## src/rtl/sqc_pkg.sv

```systemverilog
// sqc_pkg: widths, register indexes, lane and quad types for the sprite clipper
// used by every module and interface of the block; no dependencies
package sqc_pkg;

  localparam int COORD_W = 16;
  localparam int CLIP_W = 12;
  localparam int UV_W = 18;
  localparam int COL_W = 32;
  localparam int TEX_W = 8;
  localparam int SPAN_W = 17;
  localparam int PROD_W = UV_W + SPAN_W;
  localparam int NUM_W = PROD_W + 2;
  localparam int DEN_W = SPAN_W + 1;
  localparam int DIV_BITS = UV_W;
  localparam int LERP_DEPTH = DIV_BITS + 3;
  localparam int LANES = 4;
  localparam int VERTS = 6;
  localparam int VCNT_W = 3;
  localparam int CFG_IDX_W = 3;
  localparam int CFG_DATA_W = CLIP_W;

  typedef enum logic [CFG_IDX_W-1:0] {
    REG_CLIP_ENABLE = 3'd0,
    REG_CLIP_LEFT   = 3'd1,
    REG_CLIP_TOP    = 3'd2,
    REG_CLIP_RIGHT  = 3'd3,
    REG_CLIP_BOTTOM = 3'd4
  } cfg_reg_t;

  typedef enum logic [1:0] {
    LANE_LEFT   = 2'd0,
    LANE_RIGHT  = 2'd1,
    LANE_TOP    = 2'd2,
    LANE_BOTTOM = 2'd3
  } lane_t;

  typedef struct packed {
    logic                    enable;
    logic signed [CLIP_W-1:0] left;
    logic signed [CLIP_W-1:0] top;
    logic signed [CLIP_W-1:0] right;
    logic signed [CLIP_W-1:0] bottom;
  } clip_cfg_t;

  typedef struct packed {
    logic [UV_W-1:0]   a;
    logic              neg;
    logic [UV_W-1:0]   mag;
    logic [SPAN_W-1:0] n;
    logic [SPAN_W-1:0] d;
  } lerp_in_t;

  typedef struct packed {
    logic                      reject;
    logic signed [COORD_W-1:0] l;
    logic signed [COORD_W-1:0] t;
    logic signed [COORD_W-1:0] r;
    logic signed [COORD_W-1:0] b;
    logic [COL_W-1:0]          rgba;
    logic [TEX_W-1:0]          tex;
  } side_t;

  typedef struct packed {
    logic signed [COORD_W-1:0] l;
    logic signed [COORD_W-1:0] t;
    logic signed [COORD_W-1:0] r;
    logic signed [COORD_W-1:0] b;
    logic [UV_W-1:0]           ul;
    logic [UV_W-1:0]           ut;
    logic [UV_W-1:0]           ur;
    logic [UV_W-1:0]           ub;
    logic [COL_W-1:0]          rgba;
    logic [TEX_W-1:0]          tex;
  } quad_t;

  function automatic lerp_in_t make_lane(logic [UV_W-1:0] a, logic [UV_W-1:0] b,
                                         logic act, logic signed [SPAN_W:0] n,
                                         logic signed [SPAN_W:0] d);
    logic signed [UV_W:0] diff;
    lerp_in_t             o;
    diff = $signed({1'b0, b}) - $signed({1'b0, a});
    o.a = a;
    o.neg = diff[UV_W];
    o.mag = diff[UV_W] ? UV_W'(-diff) : UV_W'(diff);
    o.n = SPAN_W'(n);
    o.d = SPAN_W'(d);
    if (!act) begin
      o.mag = '0;
      o.n = '0;
      o.d = SPAN_W'(1);
    end
    return o;
  endfunction

endpackage

```

## src/rtl/sqc_lerp.sv

```systemverilog
// sqc_lerp: a + (b-a)*n/d rounded to nearest; multiply, bias, one quotient bit per stage
// depends on sqc_pkg
module sqc_lerp
  import sqc_pkg::*;
(
  input  logic            clk,
  input  logic            adv,
  input  lerp_in_t        op,
  output logic [UV_W-1:0] res
);

  logic [PROD_W-1:0]   prod;
  logic [SPAN_W-1:0]   d_p;
  logic [UV_W-1:0]     a_s [DIV_BITS+2];
  logic                neg_s [DIV_BITS+2];
  logic [NUM_W-1:0]    rem_s [DIV_BITS+1];
  logic [DEN_W-1:0]    den_s [DIV_BITS+1];
  logic [DIV_BITS-1:0] q_s [DIV_BITS+1];

  always_ff @(posedge clk) begin
    if (adv) begin
      prod <= PROD_W'(op.mag * op.n);
      d_p <= op.d;
      a_s[0] <= op.a;
      neg_s[0] <= op.neg;
      rem_s[0] <= {prod, 1'b0} + NUM_W'(d_p);
      den_s[0] <= {d_p, 1'b0};
      q_s[0] <= '0;
      a_s[1] <= a_s[0];
      neg_s[1] <= neg_s[0];
    end
  end

  for (genvar k = 1; k <= DIV_BITS; k++) begin : g_div
    logic [NUM_W-1:0] dsh;
    assign dsh = NUM_W'(den_s[k-1]) << (DIV_BITS - k);
    always_ff @(posedge clk) begin
      if (adv) begin
        den_s[k] <= den_s[k-1];
        a_s[k+1] <= a_s[k];
        neg_s[k+1] <= neg_s[k];
        if (rem_s[k-1] >= dsh) begin
          rem_s[k] <= rem_s[k-1] - dsh;
          q_s[k] <= q_s[k-1] | (DIV_BITS'(1) << (DIV_BITS - k));
        end else begin
          rem_s[k] <= rem_s[k-1];
          q_s[k] <= q_s[k-1];
        end
      end
    end
  end

  always_ff @(posedge clk) begin
    if (adv) begin
      res <= neg_s[DIV_BITS+1] ? a_s[DIV_BITS+1] - q_s[DIV_BITS]
                               : a_s[DIV_BITS+1] + q_s[DIV_BITS];
    end
  end

endmodule

```

## config.mk

```make
export PLATFORM = sky130hd
export DESIGN_NAME = sqc_lerp
export DESIGN_NICKNAME = d
export VERILOG_FILES = /design/src/rtl/sqc_pkg.sv /design/src/rtl/sqc_lerp.sv
export SDC_FILE = /design/constraint.sdc
export NUM_CORES = 2
export LEC_CHECK = 0
export ABC_AREA = 1
export BUFFER_PORTS_ARGS = -buffer_cell sky130_fd_sc_hd__buf_2
export CORE_ASPECT_RATIO = 1.2
export CORE_MARGIN = 5
export CORE_UTILIZATION = 45
export DETAILED_ROUTE_END_ITERATION = 8
export GPL_TIMING_DRIVEN = 0
export SYNTH_ARGS = -nofsm -noshare
export SYNTH_HDL_FRONTEND = slang
export SYNTH_SLANG_ARGS = --single-unit
```

## constraint.sdc

```tcl
create_clock -name clk -period 12.75 [get_ports clk]
set_input_delay 3.825 -clock clk [delete_from_list [all_inputs] [get_ports clk]]
set_output_delay 3.825 -clock clk [all_outputs]
set_load 0.02 [all_outputs]
```

-- After elaboration in Yosys (flattened, before gate mapping)
Memories as Yosys holds them, arrays and structs flattened.
Index checks and enable logic that the tools add are counted.
- output and inout bits: 18
- register bits after elaboration: 70
- word-level logic and storage cells: 231
- memories: 5
- RAM bits: 1767
- memory list (name ; depth ; bits a word ; read ports ; clocked after memory_dff ; write ports ; line ; text):
    rem_s ; 19 ; 37 ; 18 ; 0 ; 19 ; sqc_lerp.sv:16 ; logic [NUM_W-1:0] rem_s [DIV_BITS+1];
    a_s ; 20 ; 18 ; 20 ; 0 ; 20 ; sqc_lerp.sv:14 ; logic [UV_W-1:0] a_s [DIV_BITS+2];
    den_s ; 19 ; 18 ; 18 ; 0 ; 19 ; sqc_lerp.sv:17 ; logic [DEN_W-1:0] den_s [DIV_BITS+1];
    q_s ; 19 ; 18 ; 19 ; 0 ; 19 ; sqc_lerp.sv:18 ; logic [DIV_BITS-1:0] q_s [DIV_BITS+1];
    neg_s ; 20 ; 1 ; 20 ; 0 ; 20 ; sqc_lerp.sv:15 ; logic neg_s [DIV_BITS+2];
- bitwise logic cells: 36
- muxes and demuxes: 147
- multipliers: 1
- order comparisons: 18
- add/subtract/negate cells: 21
- operators with widths (cell ; number):
    $mux W37 ; 18
    $mux W18 ; 19
    $mux W1 ; 110
    $add A36 B17 Y37 ; 1
    $ge A37 B18 Y1 ; 1
    $ge A37 B19 Y1 ; 1
    $ge A37 B20 Y1 ; 1
    $ge A37 B21 Y1 ; 1
    $ge A37 B22 Y1 ; 1
    $ge A37 B23 Y1 ; 1
    $ge A37 B24 Y1 ; 1
    $ge A37 B25 Y1 ; 1
    $ge A37 B26 Y1 ; 1
    $ge A37 B27 Y1 ; 1
    $ge A37 B28 Y1 ; 1
    $ge A37 B29 Y1 ; 1
    $ge A37 B30 Y1 ; 1
    $ge A37 B31 Y1 ; 1
    $ge A37 B32 Y1 ; 1
    $ge A37 B33 Y1 ; 1
    $ge A37 B34 Y1 ; 1
    $ge A37 B35 Y1 ; 1
    $sub A37 B18 Y37 ; 1
    $sub A37 B19 Y37 ; 1
    20 further kinds ; 55

-- Logic depth before layout (Yosys ltp)
An unclocked memory read counts as a cell.
- depth in word-level cells: 6
- depth in mapped cells: 27

-- Worst setup path after synthesis
OpenSTA, ideal clock, no wires.
- path kind: input to register
- start: input op[30] (netlist name)
- end: register prod[28] (data pin)
- arrival time: 8869 ps
- setup time: 253 ps
- required time: 12497 ps
- slack: 3628 ps
- stages: 21
- path through: clkbuf_1 clkbuf_1 nand2_1 fa_1 inv_1 fa_1 fa_1 fa_1 fa_1 inv_1 fa_1 inv_1 ha_1 nand2_1 nor2_1 inv_1 nor3_1 nand3_1 or2_2 nand4_1 nand2_1
- longest elaborated chain between the ends: 1
- ends and longest elaborated chain (element ; line ; text):
    from (decl) ; sqc_lerp.sv:8 ; input lerp_in_t op,
    $mul A18 B17 Y35 ; sqc_lerp.sv:22 ; prod <= PROD_W'(op.mag * op.n);
    to (signal assigned) ; sqc_lerp.sv:22 ;
    to (decl) ; sqc_lerp.sv:12 ; logic [PROD_W-1:0] prod;
Every way passes these cells.
A chain may end at the register's enable or synchronous reset.

-- Worst setup path after layout
- start: input op[29] (netlist name)
- end: register prod[33] (data pin)
Same word-level chain as after synthesis.

==> flow_summary.ini <==
[floorplanning]
start_util_pct = 45.1
coreArea_mm2 = 0.212
dieHeight_um = 515
dieWidth_um = 431
row_count = 185
fp.dieArea_mm2 = 0.222
io_pins = 91

[global_routing]
antenna_found_initial = 5
grt_pass1_wl_mm = 421
grt_use_total_pct = 24.8
grt_max_degree = 135
globalRouteOverflowTotal = 0
grt_pass1_vias = 70800

[synth]
synth_flop_cell = edfxtp_1
ys_seq_area_share_pct = 50.1
synth_async_sr_flop_share_pct = 0
synth_seq_cells = 1592
netlist_instances = 10700
syn_area_mm2 = 0.0955
avgSynthCellArea_um2 = 8.89
yosysWarnings = 0
syn_nets = 11500
synth_edf_count = 1592
synth.distinct_cells = 52

[critical_path]
r2r-start = neg_s[19]
worstPathArrival_ns = 10.21
slowest_delay_ns = 0.62
crit_buf_inv = 5
cp-start-kind = primary input
crit_required_ns = 13.28
crit_path_end_kind = flip-flop
cp_cell_sequence = clkbuf_1 > clkbuf_1 > nand2_1 > fa_1 > inv_1 > fa_1 > fa_1 > fa_1 > fa_1 > inv_1 > fa_1 > inv_1 > ha_1 > a21oi_1 > a21boi_0 > o21bai_1 > a21oi_1 > nand2_1 > nand2_1 > nand2_1
r2r_cells = 14
crit_fanout = 10
critPathLaunch = op[29]
reg2reg_slack_ns = 9.35
critPathKind = in -> reg
rr_endpoint = res[17]
cp_common_cell = fa_1
slowest_stage = clkbuf_1
critical-path-top-delay-family = adder cells

[place]
gp_congestion = 0.948
portBuffers = 55
dp.final_hpwl_mm = 224
post-place-cells = 13600

[power]
p_comb_share_pct = 46.4
cellInternalPower_mw = 13.7
p_total_mw = 24.1
ir_worst_vdd_mv = 0.345
power_frac_seq_pct = 32.9
clockPowerShare_pct = 20.7
power.density_mw_per_mm2 = 228
power_switching_mw = 10.4
p_leak_nw = 48.0
swShare_pct = 43.3

[outcome]
status = finished, final reports clean

[clocking]
clkTransAtPathRegs_ns = 0.06
cts_resized = 0
clkLatencyLatePin_ns = 0.85
cts_tree = yes
cts.hold.buffers_added = 0
cts-root-buf = clkbuf_16
htree_levels = 4
cts_buffer_depth = 3
cts_buffers = 166
cts_sinks = 1592
postCtsSetupBuffers = 0

[route]
drcViolationCount = 0
finalWirelength_mm = 278
ant_nets = 0
drt_iter0_drc = 5118
num_vias = 71300
wl_per_cell_um = 19.9
firstDrtPassIters = 6
via_per_inst = 5.12

[timing]
hold_ws_ns = 0.388
fin_crit_sh_pct = 75.9
slew_headroom_pct = 31.4
worst_pin_slew_ns = 1.02
post-route-min-period_ns = 9.68
timing.fmax_ghz = 0.103
rsz0062_at_grt = no
setup_viol = 0
fin_skew_ns = 0.0708
fin_tns_setup_ns = 0
hold_violations = 0
drv_slew = 0

[hold_path]
min-delay-start = a_s[0][31]
hp-class = reg -> reg
holdPathEnd = a_s[0][49]
min_path_cells = 0

[final_layout]
fin_cells = 13900
layout-drive-gt1-share_pct = 5.18
fin_nets = 11800
final_util_pct = 49.9
area_delta_synth_final_pct = 10.5

[job]
maxCapViolCount = 0
## cell families after synthesis
kind of cell | share of synthesized area, %
XOR/XNOR | 2.42
adder cells (fa/ha/maj) | 11.3
buffers and inverters | 8.61
AND/OR/NAND/NOR | 23.2
AO/OA/AOI/OAI | 4.40
flip-flops | 50.1
## placed cells by master (no fill, tap or decap), types with 19 or more instances in the layout
cell type / instances
nand4_1: 188
o21ai_2: 24
xor2_1: 166
bufinv_16: 19
and2_1: 21
xnor2_1: 98
nand3b_1: 85
clkbuf_16: 166
o21bai_1: 21
fa_1: 258
buf_6: 28
clkbuf_1: 88
inv_1: 1948
o21ai_0: 263
nor2_2: 32
clkinv_1: 33
o21ai_1: 39
nor4_1: 22
a21oi_1: 380
nand3_1: 606
ha_1: 449
nand2_2: 25
edfxtp_1: 1592
nand2_1: 3145
or2_2: 34
nor3_1: 153
clkinvlp_4: 19
buf_2: 74
nor2_1: 929
## worst max-delay path by stage
stage | cells after the start | to
6_report | 20 | prod[33]
5_1_grt | 20 | prod[23]
4_1_cts | 21 | prod[28]
3_5_place_dp | 21 | prod[28]
3_3_place_gp | 5 | rem_s[3][9]
2_1_floorplan | 21 | prod[28]
## registers in the layout, summed over array words and instances, names as in the netlist
signal,count
a_s,360
q_s,171
neg_s,20
res,18
den_s,305
prod,35
d_p,17
rem_s,666
## cell type report
cell class,instances,area [µm²]
Sequential cell,1592,47800
Fill cell,20200,106000
Inverter,1964,7380
Clock buffer,183,4220
Timing Repair Buffer,76,758
Buffer,150,871
Tap cell,2805,3510
Antenna cell,1,2.50
Multi-Input combinational cell,7039,39500
Clock inverter,120,1480
## metrics by stage
step                      setup slack (ns)  instance area, µm²
after CTS                             3.15              106000
final                                 3.07              106000
after detailed placement              2.30               99800
after global routing                  2.80              106000
after global placement               -9.79               99300
after floorplan                       3.63               95500
## Yosys cell counts, drive strengths merged, types with 158 or more instances
| cell | number | area share, % |
|---|---|---|
| inv | 1963 | 7.7 |
| a21oi | 385 | 2.0 |
| fa | 258 | 5.4 |
| o21ai | 326 | 1.8 |
| edfxtp | 1592 | 50 |
| nor3 | 158 | 0.85 |
| nand3 | 613 | 3.2 |
| nand2 | 3177 | 13 |
| ha | 449 | 5.9 |
| nand4 | 190 | 1.3 |
| xor2 | 166 | 1.5 |
| nor2 | 972 | 4.0 |
## per-layer routing
| layer | up-vias | GRT usage (%) | part of all wire, % |
|---|---|---|---|
| li1 | 35200 | - | - |
| met3 | 497 | 3.02 | 4.2 |
| met2 | 1735 | 44.8 | 51 |
| met4 | 4 | 10.3 | 4.5 |
| met5 | - | 0 | 0.0097 |
| met1 | 33900 | 29.9 | 41 |
## power groups by stage
stage	Clock [mW]	Combinational (mW)	Sequential [mW]
floorplan	0	7.74	7.61
global placement	0	11.1	8.11
detailed placement	0	11.1	8.03
CTS	5.13	11.2	7.93
global route	5.34	12.6	7.99
finish	4.98	11.2	7.92
## worst reg2reg max path: cells and delay by family (launching register included)
| family | cells | cell delay (ns) |
|---|---|---|
| buf+inv | 4 | 0.72 |
| simple gates | 4 | 0.71 |
| fa+ha+maj | 1 | 0.34 |
| compound gates | 3 | 0.51 |
| xor+xnor | 2 | 0.23 |
| flops | 1 | 0.66 |
Power figures use the tool's default switching activity.
