--- src/rtl/sqc_pkg.sv ---
// sqc_pkg: widths, register indexes, lane and quad types for the sprite clipper
// used by every module and interface of the block; no dependencies
package sqc_pkg;

  localparam int COORD_W = 16;
  localparam int CLIP_W = 12;
  localparam int UV_W = 18;
  localparam int COL_W = 32;
  localparam int TEX_W = 8;
  localparam int SPAN_W = 17;
  localparam int PROD_W = UV_W + SPAN_W;
  localparam int NUM_W = PROD_W + 2;
  localparam int DEN_W = SPAN_W + 1;
  localparam int DIV_BITS = UV_W;
  localparam int LERP_DEPTH = DIV_BITS + 3;
  localparam int LANES = 4;
  localparam int VERTS = 6;
  localparam int VCNT_W = 3;
  localparam int CFG_IDX_W = 3;
  localparam int CFG_DATA_W = CLIP_W;

  typedef enum logic [CFG_IDX_W-1:0] {
    REG_CLIP_ENABLE = 3'd0,
    REG_CLIP_LEFT   = 3'd1,
    REG_CLIP_TOP    = 3'd2,
    REG_CLIP_RIGHT  = 3'd3,
    REG_CLIP_BOTTOM = 3'd4
  } cfg_reg_t;

  typedef enum logic [1:0] {
    LANE_LEFT   = 2'd0,
    LANE_RIGHT  = 2'd1,
    LANE_TOP    = 2'd2,
    LANE_BOTTOM = 2'd3
  } lane_t;

  typedef struct packed {
    logic                    enable;
    logic signed [CLIP_W-1:0] left;
    logic signed [CLIP_W-1:0] top;
    logic signed [CLIP_W-1:0] right;
    logic signed [CLIP_W-1:0] bottom;
  } clip_cfg_t;

  typedef struct packed {
    logic [UV_W-1:0]   a;
    logic              neg;
    logic [UV_W-1:0]   mag;
    logic [SPAN_W-1:0] n;
    logic [SPAN_W-1:0] d;
  } lerp_in_t;

  typedef struct packed {
    logic                      reject;
    logic signed [COORD_W-1:0] l;
    logic signed [COORD_W-1:0] t;
    logic signed [COORD_W-1:0] r;
    logic signed [COORD_W-1:0] b;
    logic [COL_W-1:0]          rgba;
    logic [TEX_W-1:0]          tex;
  } side_t;

  typedef struct packed {
    logic signed [COORD_W-1:0] l;
    logic signed [COORD_W-1:0] t;
    logic signed [COORD_W-1:0] r;
    logic signed [COORD_W-1:0] b;
    logic [UV_W-1:0]           ul;
    logic [UV_W-1:0]           ut;
    logic [UV_W-1:0]           ur;
    logic [UV_W-1:0]           ub;
    logic [COL_W-1:0]          rgba;
    logic [TEX_W-1:0]          tex;
  } quad_t;

  function automatic lerp_in_t make_lane(logic [UV_W-1:0] a, logic [UV_W-1:0] b,
                                         logic act, logic signed [SPAN_W:0] n,
                                         logic signed [SPAN_W:0] d);
    logic signed [UV_W:0] diff;
    lerp_in_t             o;
    diff = $signed({1'b0, b}) - $signed({1'b0, a});
    o.a = a;
    o.neg = diff[UV_W];
    o.mag = diff[UV_W] ? UV_W'(-diff) : UV_W'(diff);
    o.n = SPAN_W'(n);
    o.d = SPAN_W'(d);
    if (!act) begin
      o.mag = '0;
      o.n = '0;
      o.d = SPAN_W'(1);
    end
    return o;
  endfunction

endpackage

--- src/rtl/sqc_sprite_if.sv ---


interface sqc_vertex_if;
  import sqc_pkg::*;
  logic                      valid;
  logic                      ready;
  logic signed [COORD_W-1:0] vx;
  logic signed [COORD_W-1:0] vy;
  logic [UV_W-1:0]           vu;
  logic [UV_W-1:0]           vv;
  logic [COL_W-1:0]          vcolor;
  logic [TEX_W-1:0]          vtex;
  logic                      last_vertex;
  modport source (output valid, vx, vy, vu, vv, vcolor, vtex, last_vertex, input ready);
  modport sink (input valid, vx, vy, vu, vv, vcolor, vtex, last_vertex, output ready);
endinterface

--- src/rtl/sqc_emit.sv ---
// sqc_emit: holds one clipped quad and sends its six vertices as two triangles
// depends on sqc_pkg and sqc_vertex_if
module sqc_emit
  import sqc_pkg::*;
(
  input  logic  clk,
  input  logic  rst,
  input  logic  tail_valid,
  input  quad_t tail,
  output logic  take,
  sqc_vertex_if.source vertex
);

  logic              busy;
  logic [VCNT_W-1:0] cnt;
  quad_t             q;
  logic              is_last, use_r, use_b;

  assign is_last = cnt == VCNT_W'(VERTS - 1);
  assign take = !busy || (vertex.ready && is_last);

  always_ff @(posedge clk) begin
    if (rst) begin
      busy <= 1'b0;
      cnt <= '0;
    end else if (take) begin
      busy <= tail_valid;
      cnt <= '0;
    end else if (vertex.ready) begin
      cnt <= cnt + VCNT_W'(1);
    end
  end

  always_ff @(posedge clk) begin
    if (take) begin
      q <= tail;
    end
  end

  always_comb begin
    use_r = cnt inside {3'd1, 3'd2, 3'd4};
    use_b = cnt inside {3'd2, 3'd4, 3'd5};
  end

  assign vertex.valid = busy;
  assign vertex.vx = use_r ? q.r : q.l;
  assign vertex.vy = use_b ? q.b : q.t;
  assign vertex.vu = use_r ? q.ur : q.ul;
  assign vertex.vv = use_b ? q.ut : q.ub;
  assign vertex.vcolor = q.rgba;
  assign vertex.vtex = q.tex;
  assign vertex.last_vertex = is_last;

  a_hold: assert property (@(posedge clk) disable iff (rst)
    vertex.valid && !vertex.ready |=> vertex.valid && $stable(cnt))
    else $error("vertex dropped while stalled");
  a_step: assert property (@(posedge clk) disable iff (rst)
    vertex.valid && vertex.ready && !vertex.last_vertex |=> cnt == $past(cnt) + VCNT_W'(1))
    else $error("vertex counter skipped");
  a_take: assert property (@(posedge clk) disable iff (rst)
    take |-> !busy || (vertex.last_vertex && vertex.ready))
    else $error("quad replaced before last vertex");

endmodule

--- src/flat_wrapper.sv ---
// flat-port wrapper written by rule: the top's interface ports become plain ports
module sqc_emit_flat import sqc_pkg::*;
  (clk, rst, tail_valid, tail, take, vertex_valid, vertex_vx, vertex_vy, vertex_vu, vertex_vv, vertex_vcolor, vertex_vtex, vertex_last_vertex, vertex_ready);
  sqc_vertex_if vertex_i ();
  input  logic clk;
  input  logic rst;
  input  logic tail_valid;
  input  quad_t tail;
  output logic take;
  output wire logic [$bits(vertex_i.valid)-1:0] vertex_valid;
  output wire logic [$bits(vertex_i.vx)-1:0] vertex_vx;
  output wire logic [$bits(vertex_i.vy)-1:0] vertex_vy;
  output wire logic [$bits(vertex_i.vu)-1:0] vertex_vu;
  output wire logic [$bits(vertex_i.vv)-1:0] vertex_vv;
  output wire logic [$bits(vertex_i.vcolor)-1:0] vertex_vcolor;
  output wire logic [$bits(vertex_i.vtex)-1:0] vertex_vtex;
  output wire logic [$bits(vertex_i.last_vertex)-1:0] vertex_last_vertex;
  input wire logic [$bits(vertex_i.ready)-1:0] vertex_ready;
  assign vertex_valid = vertex_i.valid;
  assign vertex_vx = vertex_i.vx;
  assign vertex_vy = vertex_i.vy;
  assign vertex_vu = vertex_i.vu;
  assign vertex_vv = vertex_i.vv;
  assign vertex_vcolor = vertex_i.vcolor;
  assign vertex_vtex = vertex_i.vtex;
  assign vertex_last_vertex = vertex_i.last_vertex;
  assign vertex_i.ready = vertex_ready;
  sqc_emit u_core (.clk(clk), .rst(rst), .tail_valid(tail_valid), .tail(tail), .take(take), .vertex(vertex_i));
endmodule
--- config.mk ---
export PLATFORM = sky130hd
export DESIGN_NAME = sqc_emit_flat
export DESIGN_NICKNAME = d
export VERILOG_FILES = /design/src/rtl/sqc_pkg.sv /design/src/rtl/sqc_sprite_if.sv /design/src/rtl/sqc_emit.sv /design/src/flat_wrapper.sv
export SDC_FILE = /design/constraint.sdc
export NUM_CORES = 1
export LEC_CHECK = 0
export ABC_AREA = 1
export BUFFER_PORTS_ARGS = -buffer_cell sky130_fd_sc_hd__buf_2
export CORE_MARGIN = 2
export CORE_UTILIZATION = 49
export CTS_BUF_LIST = sky130_fd_sc_hd__clkbuf_8
export DETAILED_ROUTE_END_ITERATION = 16
export GPL_ROUTABILITY_DRIVEN = 0
export GPL_TIMING_DRIVEN = 0
export PLACE_DENSITY = 0.82
export SKIP_CTS_REPAIR_TIMING = 1
export SYNTH_ARGS = -nofsm -noshare
export SYNTH_HDL_FRONTEND = slang
export SYNTH_SLANG_ARGS = --single-unit
export TNS_END_PERCENT = 5
--- constraint.sdc ---
create_clock -name clk -period 6.95 [get_ports clk]
set_clock_uncertainty 0.05 [all_clocks]
set_input_delay 0.695 -clock clk [delete_from_list [all_inputs] [get_ports clk]]
set_output_delay 0.695 -clock clk [all_outputs]
set_load 0.03 [all_outputs]
== Yosys cells after proc, flatten, opt, wreduce, memory -nomap -nowiden ==
Index checks and enable logic that the tools add are counted.

* Word-level logic and storage cells: 27
* Register bits: 180
* Bits of input ports: 180

* Equality and inequality tests: 4
* Add/subtract/negate cells: 1
* Reduce and logical (&&, ||, !) cells: 6
* Muxes and demuxes: 4

{| class="wikitable"
|+ Operators by type and width
! cell !! count
|-
| $mux W18 || 2
|-
| $mux W16 || 2
|-
| $eq A3 B3 Y1 const B || 2
|-
| $reduce_bool A3 Y1 || 2
|-
| $add A3 B1 Y3 const B || 1
|-
| $eq A3 B1 Y1 const B || 1
|-
| $eq A3 B2 Y1 const B || 1
|-
| $reduce_or A2 Y1 || 1
|-
| $logic_and A1 B1 Y1 || 1
|-
| $logic_not A1 Y1 || 1
|-
| $logic_or A1 B1 Y1 || 1
|}

== Logic depth before layout (Yosys ltp) ==
Gate-level depths: netlist of run 1.

* Depth after elaboration: 4
* Depth in mapped cells: 9
* Mapped depth without buffers: 8

== Worst setup path before layout of run 1 ==
Ideal clock, no wire load.

* Path kind: input -> output
* Start point: in vertex_ready
* End point: out take
* Setup slack: 1.505 ns
* Arrival: 4.700 ns
* Stages on the path: 2
* Path buffers: 0
* Cells stage by stage: nand3_1 -> nand2_1

* Cells in the longest elaborated chain, start to end: 2

{| class="wikitable"
|+ Ends and longest elaborated chain
! what !! RTL line !! text
|-
| start, declared || flat_wrapper.sv:18 || <nowiki>input wire logic [$bits(vertex_i.ready)-1:0] vertex_ready;</nowiki>
|-
| $logic_and A1 B1 Y1 || sqc_emit.sv:20 || <nowiki>assign take = !busy || (vertex.ready && is_last);</nowiki>
|-
| $logic_or A1 B1 Y1 || sqc_emit.sv:20 ||
|-
| end, declared || flat_wrapper.sv:9 || <nowiki>output logic take;</nowiki>
|}

Every way passes these cells.

== Worst setup path after layout of run 1 ==
* Start point: reg u_core.cnt[1]
* End point: out take

* Cells in the longest elaborated chain, start to end: 3

{| class="wikitable"
|+ Ends and longest elaborated chain
! what !! RTL line !! text
|-
| start, declared || sqc_emit.sv:15 || <nowiki>logic [VCNT_W-1:0] cnt;</nowiki>
|-
| start signal, assigned || sqc_emit.sv:30 || <nowiki>cnt <= cnt + VCNT_W'(1);</nowiki>
|-
| $eq A3 B3 Y1 || sqc_emit.sv:19 || <nowiki>assign is_last = cnt == VCNT_W'(VERTS - 1);</nowiki>
|-
| $logic_and A1 B1 Y1 || sqc_emit.sv:20 ||
|-
| $logic_or A1 B1 Y1 || sqc_emit.sv:20 ||
|}

Every way passes these cells.

==> flow_metrics.py, run 1 <==
metrics = {
    "sta": {
        "hold_viol": 0,
        "final_max_slew_viol_count": 0,
        "worst_pin_slew_ps": 694,
        "finalSetupViolations": 0,
        "fmax_mhz": 314,
        "relSlewSlack": 0.537,
        "timing.final.crit_period_ps": 3190,
        "fin_crit_sh": 0.459,
        "worst_hold_slack_ps": 361,
        "finalSetupTns_ps": 0,
        "rsz0062_at_grt": "no",
        "setup_ws_ps": 3760,
    },
    "floorplan": {
        "fp.dieArea_um2": 15000,
        "initial_core_util": 0.498,
        "row_count": 43,
        "num_io_pins": 291,
        "die_h_um": 122,
        "die_w_um": 122,
        "coreArea_um2": 13800,
    },
    "synthesis": {
        "netlist_instances": 474,
        "ys_seq_area_frac": 0.782,
        "synthesis.nets": 658,
        "syn_area_um2": 6860,
        "syn_avg_cell_area_um2": 14.5,
        "synth-seq-cells": 180,
        "synth_cell_types": 18,
        "ys.warnings.count": 0,
    },
    "worst_setup_path": {
        "cp_data_arrival_time_ps": 2440,
        "critPathKind": "reg -> out",
        "critPathRequiredTime_ps": 6200,
        "critPathMaxFanout": 64,
        "crit_path_start_kind": "flop",
        "end_kind": "output port",
    },
    "finish": {
        "syn_to_final_growth_pct": 30.7,
        "nNetsFinal": 969,
        "final_layout_size_suffix_gt1_frac": 0.479,
        "fin_area_um2": 8970,
        "final_util": 0.651,
    },
    "drt": {
        "via_per_inst": 4.69,
        "drt_pass1_iterations": 4,
        "drc": 0,
        "dr_total_vias": 4588,
        "wl_per_cell_um": 14.9,
        "routed_wl_um": 14600,
        "ant_nets": 0,
        "drtIter0Drc": 227,
    },
    "place": {
        "dpl-instance-area_um2": 8600,
        "port_buffers": 290,
        "dpl.hpwl_um": 10800,
        "pre_cts_slack_ps": 3980,
    },
    "cts": {
        "clk_latency_ps": 440,
        "cts_inserted_buffers": 17,
        "ctsHtreeMaxLevel": 4,
        "cts.path.max_buffers": 2,
        "clkSinkCount": 180,
        "cts_tree": "yes",
        "clockRootBuffer": "clkbuf_8",
        "clkTransAtPathRegs_ps": 90,
    },
    "global_routing": {
        "grt_max_degree": 66,
        "grt_pass1_wl_um": 21300,
        "grtUsageTotal": 0.193,
        "grt_pass1_vias": 4453,
        "antenna_found_initial": 3,
        "gr-total-overflow": 0,
    },
    "power": {
        "leakage_nw": 4.08,
        "max-vdd-ir-drop_v": 0.000169,
        "power_density_nw_per_um2": 259,
    },
    "run": {
        "maxCapViolCount": 0,
    },
    "status": {
        "outcome": "completed",
    },
    "worst_hold_path": {
        "holdCritPathClass": "in -> reg",
    },
}
==> cell type report <==
type                            count  area (um^2)
Clock buffer                       17          234
Antenna cell                        1         2.50
Multi-Input combinational cell    229         1050
Fill cell                        1067         4810
Clock inverter                     15          129
Inverter                            7         26.3
Tap cell                          180          225
Timing Repair Buffer              292         1510
Sequential cell                   180         5370
Buffer                             58          428
==> placed cells by master (no fill, tap or decap), drive strengths merged, types with 2 or more instances in the layout <==
master,n
dfxtp,4
clkinv,7
clkbuf,20
buf,347
nor2,3
inv,11
edfxtp,176
nand3,71
ha,4
nand2,147
clkinvlp,3
a21oi,2
==> final timing paths <==
check	start	end	slack, ps	cells after the start
setup / recovery	u_core.cnt[1]	take	3760	6
hold / removal	tail[20]	u_core.vertex.vcolor[12]	360	1
hold reg to reg	u_core.cnt[0]	u_core.cnt[0]	530	2
setup reg to reg	u_core.cnt[1]	u_core.q[155]	4830	5
==> stage by stage <==
step | total power (W) | instances
after floorplan | 0.00157 | 474
after global placement | 0.00170 | 944
after detailed placement | 0.00170 | 946
after CTS | 0.00234 | 978
after global routing | 0.00242 | 978
final | 0.00232 | 979
==> power by group <==
part           switching [W]  total, W  internal (W)
Combinational       0.000229  0.000353      0.000124
Clock               0.000365  0.000650      0.000284
Sequential         0.0000232   0.00132       0.00129
==> per-layer routing <==
layer | up-vias | share of wire | global-route usage
met5 | - | 0.0011 | 0
met4 | 4 | 0.025 | 0.0884
met3 | 29 | 0.11 | 0.0948
met2 | 197 | 0.52 | 0.335
met1 | 2104 | 0.35 | 0.194
li1 | 2254 | - | -
==> critical path: stages (launching register included) <==
cell	delay, ps
dfxtp_1	340
inv_1	100
ha_1	210
nand3_1	150
nand2_4	550
buf_16	350
buf_2	260
==> logic make-up after synthesis <==
| kind of cell | Yosys count | share of synthesized area |
|---|---|---|
| AND/OR/NAND/NOR | 222 | 0.142 |
| flip-flops | 180 | 0.782 |
| buffers and inverters | 65 | 0.0662 |
| adder cells (fa/ha/maj) | 4 | 0.00729 |
| AO/OA/AOI/OAI | 2 | 0.00146 |
| XOR/XNOR | 1 | 0.00128 |
==> cell usage after synthesis <==
cell type / number / area share
edfxtp_1: 176 / 0.77
buf_2: 3 / 0.0022
ha_1: 4 / 0.0073
inv_1: 6 / 0.0033
xnor2_1: 1 / 0.0013
nand3b_4: 1 / 0.0029
buf_4: 43 / 0.047
a21oi_1: 2 / 0.0015
nor2_1: 3 / 0.0016
clkbuf_1: 3 / 0.0016
nand2_1: 141 / 0.077
nand3_1: 71 / 0.052
nand2_4: 4 / 0.0066
buf_6: 6 / 0.0098
nand2_2: 2 / 0.0018
inv_2: 1 / 0.00055
dfxtp_1: 4 / 0.012
buf_1: 3 / 0.0016
==> registers in the layout (all words and copies together) (netlist names) <==
register and cells:
u_core.vertex.valid 1, u_core.vertex.vtex 8, u_core.cnt 3, u_core.vertex.vcolor 32, u_core.q 136
Power figures use the tool's default switching activity.
==> run 2: changes to the inputs <==
--- a/config.mk
+++ b/config.mk
@@ -5,7 +5,7 @@
 export SDC_FILE = /design/constraint.sdc
 export NUM_CORES = 1
 export LEC_CHECK = 0
-export ABC_AREA = 1
+export ABC_AREA = 0
 export BUFFER_PORTS_ARGS = -buffer_cell sky130_fd_sc_hd__buf_2
 export CORE_MARGIN = 2
 export CORE_UTILIZATION = 49
==> constraint.sdc (replaced) <==
create_clock -name clk -period 3 [get_ports clk]
set_clock_uncertainty 0.05 [all_clocks]
set_input_delay 0.3 -clock clk [delete_from_list [all_inputs] [get_ports clk]]
set_output_delay 0.3 -clock clk [all_outputs]
set_load 0.03 [all_outputs]
==> run 2 against run 1 <==
The run now fails in global routing. Synthesized area decreased by 0.42%. Synthesized cell count down 32%.
==> flow_metrics.py, run 2 <==
metrics = {
    "cts": {
        "clockRootBuffer": "clkbuf_8",
        "cts_inserted_buffers": 17,
        "ctsHtreeMaxLevel": 4,
        "cts.path.max_buffers": 2,
        "clkSinkCount": 180,
    },
    "synthesis": {
        "synthAdderAreaFrac": 0.00732,
        "netlist_instances": 321,
        "ys.flop_type": "edfxtp_1",
        "synthSimpleGateAreaFrac": 0.00971,
        "yosys-mux-area-fraction": 0.129,
        "synth_cell_types": 21,
        "syn_area_um2": 6830,
        "synth_top_area_cell": "edfxtp_1",
        "synth_top_family_by_area": "multiplexers",
        "synth_top_area_frac": 0.773,
        "synthesis.nets": 505,
        "ys.warnings.count": 0,
        "synth_edf_count": 176,
        "synthTopCellsByArea": "edfxtp_1, mux2_4, mux2_2",
        "ys_seq_area_frac": 0.785,
        "synthArstFlopShare": 0,
        "synth.most_common_cell": "edfxtp_1",
        "syn_avg_cell_area_um2": 21.3,
        "yosys-top-cells-count": "edfxtp_1, buf_4, mux2_2",
        "synthXorXnorAreaFrac": 0,
        "synth-seq-cells": 180,
        "synth-compound-area-share": 0.00989,
    },
    "status": {
        "outcome": "aborted with a tool error",
        "error_line": "[ERROR RSZ-0060] Max buffer count reached.",
        "lastStage": "global routing",
    },
    "floorplan": {
        "die_w_um": 122,
        "row_count": 43,
        "die_h_um": 122,
        "initial_core_util": 0.496,
        "num_io_pins": 291,
    },
    "place": {
        "dpl-instance-area_um2": 8550,
        "dpl.hpwl_um": 9620,
        "port_buffers": 290,
        "place_inst": 792,
    },
    "sta": {
        "grt-worst-endpoint": "vertex_vy[1]",
        "worstEpCategory": "output port",
    },
    "global_routing": {
        "grt_max_degree": 101,
    },
}
## run 2: kinds of logic after synthesis
| family | count (synthesis) |
|---|---|
| fa+ha+maj | 4 |
| mux | 68 |
| simple gates | 12 |
| buf+inv | 50 |
| compound gates | 7 |
| flops | 180 |
## run 2: stage by stage
stage	hold WS, ps	setup slack [ps]	util
after detailed placement	428	400	0.621
after global placement	424	-168	0.618
after floorplan	322	460	-
after CTS	-56.8	-119	0.646
==> run 3: changes to the inputs <==
--- a/config.mk
+++ b/config.mk
@@ -8,12 +8,11 @@
 export ABC_AREA = 0
 export BUFFER_PORTS_ARGS = -buffer_cell sky130_fd_sc_hd__buf_2
 export CORE_MARGIN = 2
-export CORE_UTILIZATION = 49
-export CTS_BUF_LIST = sky130_fd_sc_hd__clkbuf_8
+export CORE_UTILIZATION = 40
 export DETAILED_ROUTE_END_ITERATION = 16
 export GPL_ROUTABILITY_DRIVEN = 0
 export GPL_TIMING_DRIVEN = 0
-export PLACE_DENSITY = 0.82
+export PLACE_DENSITY_LB_ADDON = 0.15
 export SKIP_CTS_REPAIR_TIMING = 1
 export SYNTH_ARGS = -nofsm -noshare
 export SYNTH_HDL_FRONTEND = slang
==> run 3 against run 2 <==
The flow now finishes without violations. Synthesized area unchanged. Synthesized cell count unchanged.
==> flow_metrics.py, run 3 <==
metrics = {
    "floorplan": {
        "coreArea_um2": 16600,
        "fp.dieArea_um2": 18100,
        "row_count": 47,
        "initial_core_util": 0.411,
        "die_h_um": 135,
        "die_w_um": 135,
        "num_io_pins": 291,
    },
    "place": {
        "dpl.hpwl_um": 9870,
        "dpl-instance-area_um2": 8600,
        "port_buffers": 290,
        "pre_cts_slack_ps": 363,
    },
    "global_routing": {
        "busiest_layer": "met2",
        "grt_pass1_wl_um": 20000,
        "gr-total-overflow": 0,
        "grtUsageMet1": 0.161,
        "grt_pass1_vias": 4009,
        "grt_max_degree": 90,
        "grt.met2_usage": 0.244,
        "grtUsageTotal": 0.147,
        "grt.met3_usage": 0.0713,
        "antenna_found_initial": 0,
    },
    "drt": {
        "ant_nets": 0,
        "drt_pass1_iterations": 5,
        "drtIter0Drc": 178,
        "routed_wl_um": 16100,
        "via_per_inst": 4.42,
        "drc": 0,
        "wl_per_cell_um": 15.8,
        "dr_total_vias": 4499,
    },
    "power": {
        "max-vdd-ir-drop_v": 0.000391,
        "leakage_nw": 4.70,
        "power_density_nw_per_um2": 584,
        "totalPowerFinal_w": 0.00632,
    },
    "synthesis": {
        "synthTopCellsByArea": "edfxtp_1, mux2_4, mux2_2",
        "yosys-mux-area-fraction": 0.129,
        "synthSimpleGateAreaFrac": 0.00971,
        "synthXorXnorAreaFrac": 0,
        "synthAdderAreaFrac": 0.00732,
        "synth_top_area_cell": "edfxtp_1",
        "ys.flop_type": "edfxtp_1",
        "ys.warnings.count": 0,
        "synth_edf_count": 176,
        "netlist_instances": 321,
        "yosys-top-cells-count": "edfxtp_1, buf_4, mux2_2",
        "synth_cell_types": 21,
        "synth_top_family_by_area": "multiplexers",
        "ys_seq_area_frac": 0.785,
        "synth.most_common_cell": "edfxtp_1",
        "synthesis.nets": 505,
        "syn_area_um2": 6830,
        "synthArstFlopShare": 0,
        "synth-seq-cells": 180,
        "synth-compound-area-share": 0.00989,
        "syn_avg_cell_area_um2": 21.3,
        "synth_top_area_frac": 0.773,
    },
    "finish": {
        "fill_cells": 1202,
        "nNetsFinal": 970,
        "top_register": "u_core.q",
        "syn_to_final_growth_pct": 58.2,
        "final_cell_mix": "buf_2, edfxtp_1, dlygate4sd3_1, buf_4, mux2_2",
        "fin_area_um2": 10800,
        "largest_reg_flops": 136,
        "final_common_cell": "buf_2",
        "diodes": 0,
        "final_layout_size_suffix_gt1_frac": 0.549,
    },
    "cts": {
        "cts_inserted_buffers": 17,
        "cts_tree": "yes",
        "ctsHtreeMaxLevel": 4,
        "clkSinkCount": 180,
        "cts.path.max_buffers": 2,
        "clockRootBuffer": "clkbuf_16",
        "clkTransAtPathRegs_ps": 60,
        "clk_latency_ps": 410,
    },
    "sta": {
        "timing.final.crit_period_ps": 2830,
        "final_max_slew_viol_count": 0,
        "setup_ws_ps": 166,
        "worst_pin_slew_ps": 599,
        "fmax_mhz": 353,
        "finalSetupViolations": 0,
        "hold_viol": 0,
        "worst_hold_slack_ps": 12.3,
        "relSlewSlack": 0.601,
        "finalSetupTns_ps": 0,
        "rsz0062_at_grt": "no",
        "fin_crit_sh": 0.945,
    },
    "worst_setup_path": {
        "end_kind": "output port",
        "critPathRequiredTime_ps": 2650,
        "critPathKind": "reg -> out",
        "cp_data_arrival_time_ps": 2480,
        "critPathMaxFanout": 10,
        "crit_path_start_kind": "flop",
    },
    "worst_hold_path": {
        "holdCritPathClass": "in -> reg",
    },
    "run": {
        "maxCapViolCount": 0,
    },
    "status": {
        "outcome": "completed",
    },
}
run 3: cell counts after synthesis:
Identical to the previous run, type by type.
run 3: worst max-delay path: stages (launching register included):
cell     delay, ps
dfxtp_1        390
inv_1           80
ha_1           280
or3b_1         440
o21ai_4        180
buf_12         210
mux2_4         310
buf_2          180
run 3: area by class of cell:
cell class / instances / area, um^2 / share of cell area
Sequential cell: 180 / 5370 / 0.496
Multi-Input combinational cell: 93 / 1110 / 0.102
Clock buffer: 18 / 429 / 0.0397
Clock inverter: 14 / 221 / 0.0205
Buffer: 47 / 394 / 0.0364
Inverter: 3 / 11.3 / 0.00104
Tap cell: 220 / 275 / 0.0255
Timing Repair Buffer: 444 / 3010 / 0.278
run 3: final timing paths:
path	from	end	slack, ps	depth (start not counted)
max	u_core.cnt[1]	vertex_vy[8]	170	7
min	tail[28]	u_core.vertex.vcolor[20]	10	1
max reg2reg	u_core.cnt[1]	u_core.q[155]	780	5
min reg2reg	u_core.cnt[1]	u_core.cnt[1]	490	2
run 3: stage by stage:
step / cells / util
2_1_floorplan: 321 / -
3_3_place_gp: 831 / 0.515
3_5_place_dp: 832 / 0.517
4_1_cts: 864 / 0.556
5_1_grt: 1019 / 0.650
6_report: 1019 / 0.650
run 3: kinds of logic (layout without fill, tap and decap cells):
kind of cell,Yosys count,in the layout
fa+ha+maj,4,4
buf+inv,50,526
compound gates,7,7
flops,180,180
mux,68,68
simple gates,12,14
run 3: routing by layer:
metal / vias to the layer above / routed length (um)
met5: - / 0
met4: 0 / 236
met3: 16 / 1500
met2: 212 / 8130
met1: 2141 / 6220
li1: 2130 / -
run 3: power by group:
group / leakage (nW) / total (W) / internal (W) / switching, W
combinational: 2.58 / 0.000872 / 0.000418 / 0.000454
clock: 0.316 / 0.00243 / 0.00149 / 0.000940
sequential: 1.80 / 0.00301 / 0.00297 / 0.0000482
total: 4.70 / 0.00632 / 0.00488 / 0.00144
